### src/design/cidq_ram.sv
`timescale 1ns / 1ps
// ----------------------------------------------------------------------------
// cidq_ram
// Generic single-write, single-read RAM with registered read data.
// ----------------------------------------------------------------------------
module cidq_ram #(
    parameter int WIDTH = 8,
    parameter int DEPTH = 16
) (
    input  logic                     aclk,
    input  logic                     we,
    input  logic [$clog2(DEPTH)-1:0] waddr,
    input  logic [WIDTH-1:0]         wdata,
    input  logic [$clog2(DEPTH)-1:0] raddr,
    output logic [WIDTH-1:0]         rdata
);

    logic [WIDTH-1:0] mem [DEPTH];
    logic [WIDTH-1:0] rdata_reg;

    always_ff @(posedge aclk) begin
        if (we) begin
            mem[waddr] <= wdata;
        end
        rdata_reg <= mem[raddr];
    end

    assign rdata = rdata_reg;

endmodule

### config.mk
export PLATFORM = sky130hd
export DESIGN_NAME = cidq_ram
export DESIGN_NICKNAME = d
export VERILOG_FILES = /design/src/design/cidq_ram.sv
export SDC_FILE = /design/constraint.sdc
export NUM_CORES = 1
export LEC_CHECK = 0
export ABC_CLOCK_PERIOD_IN_PS = 5200
export BUFFER_PORTS_ARGS = -buffer_cell sky130_fd_sc_hd__buf_2
export CORE_UTILIZATION = 65
export DETAILED_ROUTE_END_ITERATION = 10
export GPL_ROUTABILITY_DRIVEN = 0
export PLACE_DENSITY = 0.84
export SYNTH_ARGS = -nofsm -noshare
export SYNTH_HDL_FRONTEND = slang
export SYNTH_SLANG_ARGS = --single-unit
### constraint.sdc
create_clock -name aclk -period 5.2 [get_ports aclk]
set_input_delay 0.52 -clock aclk [delete_from_list [all_inputs] [get_ports aclk]]
set_output_delay 0.52 -clock aclk [all_outputs]
set_load 0.01 [all_outputs]
==> summary.md, run 1 <==
| Metric | Value |
|---|---|
| FF+latch area | between 0.004 and 0.005 mm2 |
| Status | finished, final reports clean |
| Slowest cell on crit path | nor3_1 |
| Synth warn | 0 |
| Final Cell Area | 0.00588 mm2 |
| Inst Count DP | 347 |
| CTS clock-pin slew for the worst setup and hold paths | roughly 60 ps |
| # IOs | 26 |
| # setup viols final | 0 |
| Starting DRT DRC Count | about 260 |
| First-pass GRT wire length | roughly 15,000 um |
| Chip height | just over 90 um |
| Skew-Pair Late Insertion Delay | ~520 ps |
| Wire per inst | ~26 um |
| Crit path max-delay family | simple AND/OR/NAND/NOR gates |
| Clock root cell | clkbuf_8 |
| Yosys top cell area share | roughly 75% |
| I/O Buffers | 25 |
| Largest net degree at the start of global routing | 33 |
| CTS Buf Count | 17 |
| Post-route minimum period | 2000 ps |
| Launching element type of the critical path | primary input |
| Maximum clock frequency | between 400 and 500 MHz |
| Worst Path Required | around 5300 ps |
| CTS tree | yes |
| Total die area | between 0.008 and 0.009 mm2 |
| HPWL after DPL | about 5600 um |
| Synthesized netlist cell count | ~230 |
| Vias | around 2,500 |
| Dominant cells by area after synthesis | edfxtp_1 75%, mux4_2 7.9%, mux4_1 7.1% |
| VDD IR-drop max | about 350 uV |
| Hold Fails Final Rpt | 0 |
| Relative slew slack | between 10% and 20% |
| CP Data Arrival Time | 2130 ps |
| Die Wd | a little over 90 um |
| CP cell instances | buf_2 -> or3b_2 -> nor3_1 |
| Seq/Total Area, Yosys | between 70% and 80% |
| Post-synth top area cell | edfxtp_1 |
| Total grt overflow | 0 |
| Synth Net Count | ~250 |
| Pre-antenna DRT Iters | 6 |
| Routed Antenna Nets | 0 |
| CTS max path bufs | 2 |
| Non-filler cells, final | ~380 |
| Synth Cell Area | a little over 0.005 mm2 |
| Nets | 282 |
| Worst-Margin Slew | approximately 1300 ps |
| DRT Wirelength | roughly 10,000 um |
| Vias in the first global route | 2,588 |
| Leak | ~2.0 nW |
| Period Utilization, post-route | between 30% and 40% |
| CP max stage delay | between 900 and 1000 ps |
| Cell area power density | between 400 and 500 mW/mm2 |
| Largest register FFs | about 130 |
| All-Layer GR Usage | between 20% and 30% |
| Fill cell count | around 420 |
| Avg Inst Size Synth | 22.5 um2 |
| Pins Over Slew Limit | 0 |
| Setup Crit Path Kind | primary input to flip-flop |
| Diodes inserted | 0 |
| Total power | between 2 and 2.5 mW |
| # rows | 32 |
| Clk sinks | roughly 140 |
| Synthesis-to-finish area growth | 14.3% |
| Worst Setup End Kind | flip-flop |
| Worst Skew | 6.08 ps |
| Buf+Inv Stages, Crit Path | 1 |
| DR DRC count | 0 |
| Netlist cell types | 19 |
| Post-CTS setup buffers | 0 |
| Initial antenna violation count | 0 |
| Post-CTS sizing | 0 |
| RSZ-0062 raised after global routing | false |
| Dpl cell area | ~0.0053 mm2 |
| Layout cells sized above 1 | roughly 27% |
| #FFs+latches synth | around 140 |
| Max-Cap Viols | 0 |
| Detail-routed via count per cell | 6.70 |
| H-tree depth | 4 |
| Maximum fanout along the worst path | 8 |
| Multi-input logic area | roughly 0.0011 mm2 |
| Setup TNS | 0 ps |
| Core ar. | around 0.0077 mm2 |
| Hold Crit Class | primary input to flip-flop |
| Initial Util | roughly 67% |
| Post-CTS Hold Fix Bufs | 0 |
## worst reg2reg max path, delay by kind of cell, from the launching register on
family	cells	cell delay, ps
DFF	1	360
AOI/OAI and AO/OA	1	220
and+or+nand+nor	1	120
muxes	1	540
## cell type report
type,instances,area share (%)
Tap cell,102,2.17
Clock buffer,18,7.10
Multi-Input combinational cell,83,18.1
Timing Repair Buffer,26,2.25
Clock inverter,14,2.28
Sequential cell,136,68.1
## power breakdown
part | leakage (nW) | switching (mW) | internal [mW]
logic | 0.478 | 0.0651 | 0.0437
clock network | 0.257 | 0.430 | 0.674
registers | 1.22 | 0.00831 | 1.23
## per-layer routing
layer | vias to the layer above | global-route usage, % | routed length, um
met3 | 38 | 7.20 | 871
met4 | 0 | 13.4 | 369
met2 | 187 | 40.7 | 4790
met5 | - | 0 | 0
li1 | 1045 | - | -
met1 | 1269 | 38.6 | 3990
## worst paths after layout
path              cells past startpoint                  from                   to  slack [ps]
setup / recovery                      3              waddr[2]  mem[0][7]$_DFFE_PP_        3200
hold / removal                        1              wdata[1]  mem[7][1]$_DFFE_PP_         380
setup reg to reg                      3   mem[5][1]$_DFFE_PP_     rdata[1]$_DFF_P_        3840
hold reg to reg                       3  mem[12][2]$_DFFE_PP_     rdata[2]$_DFF_P_         670
## per-stage QoR
stage / setup WS, ps / utilization, % / hold WS, ps
2_1_floorplan: 3190 / - / 619
3_3_place_gp: 2640 / 69.4 / 647
3_5_place_dp: 2680 / 69.4 / 662
4_1_cts: 3170 / 76.5 / 374
5_1_grt: 3110 / 76.5 / 379
6_report: 3200 / 76.5 / 380
## cell usage in the layout, fill, tap and decap left out, drive strengths merged
cell      Yosys  routed
nand3b        2       2
nor3          4       4
dfxtp         8       8
and2b         1       1
clkbuf        0      18
nand2         9       9
nor2b         1       1
edfxtp      128     128
nor2         13      13
or3b          1       1
nand3         1       1
mux4         32      32
nand2b        2       2
a22oi        16      16
buf           7      26
bufinv        0       2
and2          1       1
clkinv        0       7
clkinvlp      0       5
## cell usage after synthesis (all sizes together)
master and count:
nand3 1, clkdlybuf4s25 3, nand2b 2, and2 1, nor3 4, dfxtp 8, mux4 32, nor2b 1
buf 7, a22oi 16, and2b 1, edfxtp 128, or3b 1, nor2 13, nand3b 2, nand2 9
## kinds of logic after synthesis
family,after synthesis,synth area share [%]
flops,136,77.8
buf+inv,10,1.68
compound gates,16,2.33
simple gates,35,3.18
mux,32,15.0
Power figures use the tool's default switching activity.
==> run 2: changes to the inputs <==
==> config.mk (replaced) <==
export PLATFORM = sky130hd
export DESIGN_NAME = cidq_ram
export DESIGN_NICKNAME = d
export VERILOG_FILES = /design/src/design/cidq_ram.sv
export SDC_FILE = /design/constraint.sdc
export NUM_CORES = 1
export LEC_CHECK = 0
export ABC_CLOCK_PERIOD_IN_PS = 1620
export BUFFER_PORTS_ARGS = -buffer_cell sky130_fd_sc_hd__buf_2
export CORE_UTILIZATION = 54
export DETAILED_ROUTE_END_ITERATION = 10
export GPL_ROUTABILITY_DRIVEN = 0
export PLACE_DENSITY = 0.74
export SYNTH_ARGS = -nofsm -noshare
export SYNTH_HDL_FRONTEND = slang
export SYNTH_SLANG_ARGS = --single-unit
==> constraint.sdc (replaced) <==
create_clock -name aclk -period 1.62 [get_ports aclk]
set_input_delay 0.162 -clock aclk [delete_from_list [all_inputs] [get_ports aclk]]
set_output_delay 0.162 -clock aclk [all_outputs]
set_load 0.01 [all_outputs]
==> run 2 against run 1 <==
Routed wire length decreased by 1.9%. Sequential share of layout area is 2.6 points lower. Critical path depth stayed put. Sequential power grew to 3.2 times the previous value. Sequential cell count unchanged. Critical path type is now flip-flop to flip-flop.
==> summary.md, run 2 (same netlist as run 1, synthesis figures left out) <==
| Metric | Value |
|---|---|
| Most used routing layer | met2 |
| CP cell instances | mux4_1 -> a22oi_1 -> nand2_1 |
| CTS tree | yes |
| Total die area | about 0.01 mm2 |
| Worst Setup End Kind | flip-flop |
| Worst-Margin Slew | 416 ps |
| Core ar. | about 0.0092 mm2 |
| GR Util met3 | ~6% |
| CTS clock-pin slew for the worst setup and hold paths | roughly 60 ps |
| Die Wd | around 100 um |
| Worst Skew | 9.91 ps |
| Initial Util | between 50 and 60% |
| Maximum clock frequency | 726 MHz |
| Vias in the first global route | about 2,600 |
| Max-Cap Viols | 0 |
| Worst Path Required | roughly 2000 ps |
| Post-route minimum period | approximately 1400 ps |
| Largest register FFs | 128 |
| Synthesis-to-finish area growth | 18.8% |
| Met2 global-route usage | 35.7% |
| DR DRC count | 0 |
| First-pass GRT wire length | 14,900 um |
| Nets | 305 |
| DRT Wirelength | slightly below 10,000 um |
| Routed Antenna Nets | 0 |
| Layout Utilization | 66.2% |
| Hold Crit Class | primary input to flip-flop |
| Total power | slightly below 8 mW |
| # IOs | 26 |
| CTS max path bufs | 2 |
| Cell area power density | 1290 mW/mm2 |
| Commonest non-fill, non-tap cells in the layout | 128 x edfxtp_1, 25 x buf_2, 21 x buf_4 |
| All-Layer GR Usage | 22.0% |
| Skew-Pair Late Insertion Delay | slightly above 500 ps |
| Clock root cell | clkbuf_8 |
| Final Cell Area | ~0.0061 mm2 |
| Setup Crit Path Kind | flip-flop to flip-flop |
| Leak | roughly 2.1 nW |
| Relative slew slack | ~72% |
| HPWL after DPL | roughly 6000 um |
| Pre-antenna DRT Iters | 4 |
| Post-CTS sizing | 0 |
| CP Data Arrival Time | 1760 ps |
| Maximum fanout along the worst path | 1 |
| Slowest cell on crit path | mux4_1 |
| Dpl cell area | 0.00555 mm2 |
| I/O Buffers | 25 |
| Launching element type of the critical path | flip-flop |
| # setup viols final | 0 |
| Hold Fails Final Rpt | 0 |
| Diodes inserted | 0 |
| Wire per inst | around 23 um |
| Largest net degree at the start of global routing | 20 |
| Most common cell after layout, fill and taps aside | edfxtp_1 |
| Chip height | between 90 and 100 um |
| Period Utilization, post-route | roughly 85% |
| CP max stage delay | approximately 500 ps |
| RSZ-0062 raised after global routing | false |
| # rows | 35 |
| Status | finished, final reports clean |
| Total grt overflow | 0 |
| Layout cells sized above 1 | between 30 and 40% |
| H-tree depth | 4 |
| Clk sinks | around 140 |
| Pins Over Slew Limit | 0 |
| CTS Buf Count | 17 |
| Starting DRT DRC Count | approximately 170 |
| Vias | between 2,000 and 2,500 |
| Setup TNS | 0 ps |
| Fill cell count | between 500 and 600 |
| VDD IR-drop max | slightly below 800 uV |
| Met1 GRT Util | between 20% and 30% |
| Detail-routed via count per cell | roughly 5.8 |
| Initial antenna violation count | 0 |
[run 2: worst max-delay path: cells and delay by family (launching register included)]
family,cells,cell delay (ps)
AOI/OAI and AO/OA,1,310
and+or+nand+nor,1,90
DFF,1,340
muxes,1,500
[run 2: worst paths after layout]
check,startpoint,to,slack [ps],cells after the start
worst max-delay path,mem[9][4]$_DFFE_PP_,rdata[4]$_DFF_P_,240,3
worst max register to register,mem[9][4]$_DFFE_PP_,rdata[4]$_DFF_P_,240,3
worst min-delay path,wdata[5],mem[12][5]$_DFFE_PP_,30,1
worst min register to register,mem[4][0]$_DFFE_PP_,rdata[0]$_DFF_P_,660,3
[run 2: metrics by stage]
stage / setup WS (ps) / cells / hold WS [ps]
floorplan: 192 / 229 / 261
global placement: 65.8 / 396 / 544
detailed placement: 41.5 / 396 / 547
CTS: 211 / 429 / 9.97
global route: 174 / 429 / 17.6
finish: 242 / 429 / 31.2
[run 2: what timing repair did]
action,CTS,global route
setup buffers,0,0
hold buffers,1,0
hold endpoints to repair,2,0
[run 2: cell type report]
type	instances	area, um2	share of cell area (%)
clock buffer	19	422	6.90
sequential	136	4000	65.5
timing repair buffer	49	333	5.44
multi-input combinational	83	1060	17.4
clock inverter	13	133	2.17
tap	129	161	2.64
[run 2: where the power goes]
| part | switching, mW | internal, mW |
|---|---|---|
| Combinational | 0.209 | 0.166 |
| Clock | 1.40 | 2.18 |
| Sequential | 0.0285 | 3.93 |
[run 2: per-layer routing]
metal	vias to the layer above	part of all wire (%)
met5	-	0
met4	0	2.1
met3	18	4.7
met2	85	52
met1	1291	41
li1	1093	-
==> run 3: changes to the inputs <==
--- a/config.mk
+++ b/config.mk
@@ -6,7 +6,8 @@
 export NUM_CORES = 1
 export LEC_CHECK = 0
 export ABC_CLOCK_PERIOD_IN_PS = 1620
-export BUFFER_PORTS_ARGS = -buffer_cell sky130_fd_sc_hd__buf_2
+export BUFFER_PORTS_ARGS = -buffer_cell sky130_fd_sc_hd__buf_4
+export CORE_MARGIN = 2
 export CORE_UTILIZATION = 54
 export DETAILED_ROUTE_END_ITERATION = 10
 export GPL_ROUTABILITY_DRIVEN = 0
==> run 3 against run 2 <==
Total power decreased by 1.8%. Routed wire length increased by 3.1%. Critical path depth unchanged. Register-to-register slack improved by 80 ps. Largest power group unchanged.
==> summary.md, run 3 (same netlist as run 1, synthesis figures left out) <==
| Metric | Value |
|---|---|
| Maximum fanout along the worst path | 1 |
| Top sig layer | met4 |
| Die Wd | just over 100 um |
| Period Utilization, post-route | 80.3% |
| All-Layer GR Usage | a little over a fifth |
| Crit path max-delay family | multiplexers |
| Pre-antenna DRT Iters | 4 |
| Clock root cell | clkbuf_8 |
| CTS Buf Count | 17 |
| Setup TNS | 0 ps |
| # rows | 35 |
| Metal2 WL | between 5000 and 6000 um |
| DRT Wirelength | around 10,000 um |
| Maximum clock frequency | approximately 770 MHz |
| DRT met1 WL | between 3000 and 4000 um |
| CTS max path bufs | 2 |
| Skew-Pair Late Insertion Delay | 520 ps |
| I/O Buffers | 25 |
| Post-route minimum period | 1300 ps |
| Detail-routed via count per cell | a little under 6 |
| CP cell instances | mux4_1 -> a22oi_1 -> nand2_1 |
| Hold Crit Class | primary input to flip-flop |
| Reg-to-reg startpoint | mem[9][4]$_DFFE_PP_ |
| Final setup margin | around 320 ps |
| Worst Skew | between 10 and 15 ps |
| Worst Setup End Kind | flip-flop |
| Clk sinks | around 140 |
| Setup crit start | mem[9][4]$_DFFE_PP_ |
| Vias in the first global route | around 2,600 |
| Met3 wire len | about 970 um |
| Cell area power density | roughly 1200 mW/mm2 |
| Chip height | just over 100 um |
| Largest net degree at the start of global routing | 18 |
| Total die area | between 0.01 and 0.015 mm2 |
| HPWL after DPL | 5940 um |
| Setup WS pre-CTS | 131 ps |
| Worst-Margin Slew | just under 500 ps |
| DR DRC count | 0 |
| Core ar. | 0.00924 mm2 |
| Commonest non-fill, non-tap cells in the layout | 128 x edfxtp_1, 43 x buf_4, 18 x mux4_2 |
| R2R setup slack | about 320 ps |
| Dpl cell area | about 0.0056 mm2 |
| Post-CTS sizing | 0 |
| Initial antenna violation count | 0 |
| Crit path capture | rdata[4]$_DFF_P_ |
| Slowest cell on crit path | mux4_1 |
| Status | finished, final reports clean |
| Largest register FFs | 128 |
| H-tree depth | 4 |
| First-pass GRT wire length | around 15,000 um |
| Most common cell after layout, fill and taps aside | edfxtp_1 |
| VDD IR-drop max | slightly below 700 uV |
| CP max stage delay | 530 ps |
| Nets | 310 |
| Initial Util | roughly 56% |
| Wire per inst | 23.3 um |
| Setup Crit Path Kind | flip-flop to flip-flop |
| Routed Antenna Nets | 0 |
| Worst path depth | 3 |
| Max-Cap Viols | 0 |
| # setup viols final | 0 |
| Total grt overflow | 0 |
| Relative slew slack | about two thirds |
| Final Cell Area | slightly above 0.006 mm2 |
| Pins Over Slew Limit | 0 |
| CP Data Arrival Time | ~1700 ps |
| CTS clock-pin slew for the worst setup and hold paths | 60 ps |
| Launching element type of the critical path | flip-flop |
| FF-to-FF End | rdata[4]$_DFF_P_ |
| Leak | 2.13 nW |
| Vias | 2,529 |
| Starting DRT DRC Count | between 300 and 400 |
| R2R depth | 3 |
| Diodes inserted | 0 |
| Layout Utilization | 67.4% |
| Post-CTS setup buffers | 0 |
| # IOs | 26 |
| Synthesis-to-finish area growth | 20.9% |
| Worst Path Required | ~2000 ps |
| Buf+Inv Stages, Crit Path | 0 |
| Hold Fails Final Rpt | 0 |
| CTS tree | yes |
| Layout cells sized above 1 | approximately a third |
| Post-CTS Hold Fix Bufs | 8 |
| RSZ-0062 raised after global routing | false |
-- run 3: cell count changes in the layout (fill, tap and decap cells not counted), sizes merged --
cell | before | now
clkbuf | 19 | 17
clkinv | 8 | 7
buf | 48 | 46
bufinv | 2 | 0
dlygate4sd3 | 1 | 8
inv | 0 | 5
-- run 3: layer usage --
metal  global-route usage (%)  vias to the layer above
met2                     31.7                      144
li1                         -                     1098
met1                     31.9                     1277
met3                     5.87                       10
met4                     8.94                        0
met5                        0                        -
-- run 3: worst min path at each step --
stage | cells after the start | from | end | slack, ps
3_5_place_dp | 1 | wdata[3] | mem[14][3]$_DFFE_PP_ | 470
3_3_place_gp | 1 | wdata[3] | mem[14][3]$_DFFE_PP_ | 450
5_1_grt | 3 | waddr[0] | mem[0][0]$_DFFE_PP_ | 170
6_report | 3 | waddr[0] | mem[0][4]$_DFFE_PP_ | 160
4_1_cts | 3 | waddr[0] | mem[0][0]$_DFFE_PP_ | 140
2_1_floorplan | 0 | wdata[0] | mem[0][0]$_DFFE_PP_ | 260
-- run 3: area by class of cell --
type	count	area, um2
Timing Repair Buffer	54	463
Clock inverter	15	120
Sequential cell	136	4000
Clock buffer	17	414
Multi-Input combinational cell	83	1060
Tap cell	129	161
Fill cell	581	3020
-- run 3: through the flow --
stage | total power [mW] | std cells | hold slack (ps)
finish | 7.78 | 434 | 164
global placement | 4.42 | 394 | 452
detailed placement | 4.43 | 394 | 466
floorplan | 4.23 | 229 | 261
global route | 8.01 | 434 | 168
CTS | 7.84 | 434 | 138
-- run 3: worst reg2reg max path, delay by kind of cell (launching register included) --
kind,cells,cell delay [ps]
AO/OA/AOI/OAI,1,220
flip-flops,1,360
multiplexers,1,530
AND/OR/NAND/NOR,1,80
-- run 3: power breakdown --
group          internal (mW)  total, mW  leakage, nW  switching [mW]
Combinational          0.202      0.412        0.650           0.210
Sequential              3.93       3.96         1.22          0.0265
Clock                   1.90       3.41        0.256            1.50
Total                   6.04       7.78         2.13            1.74
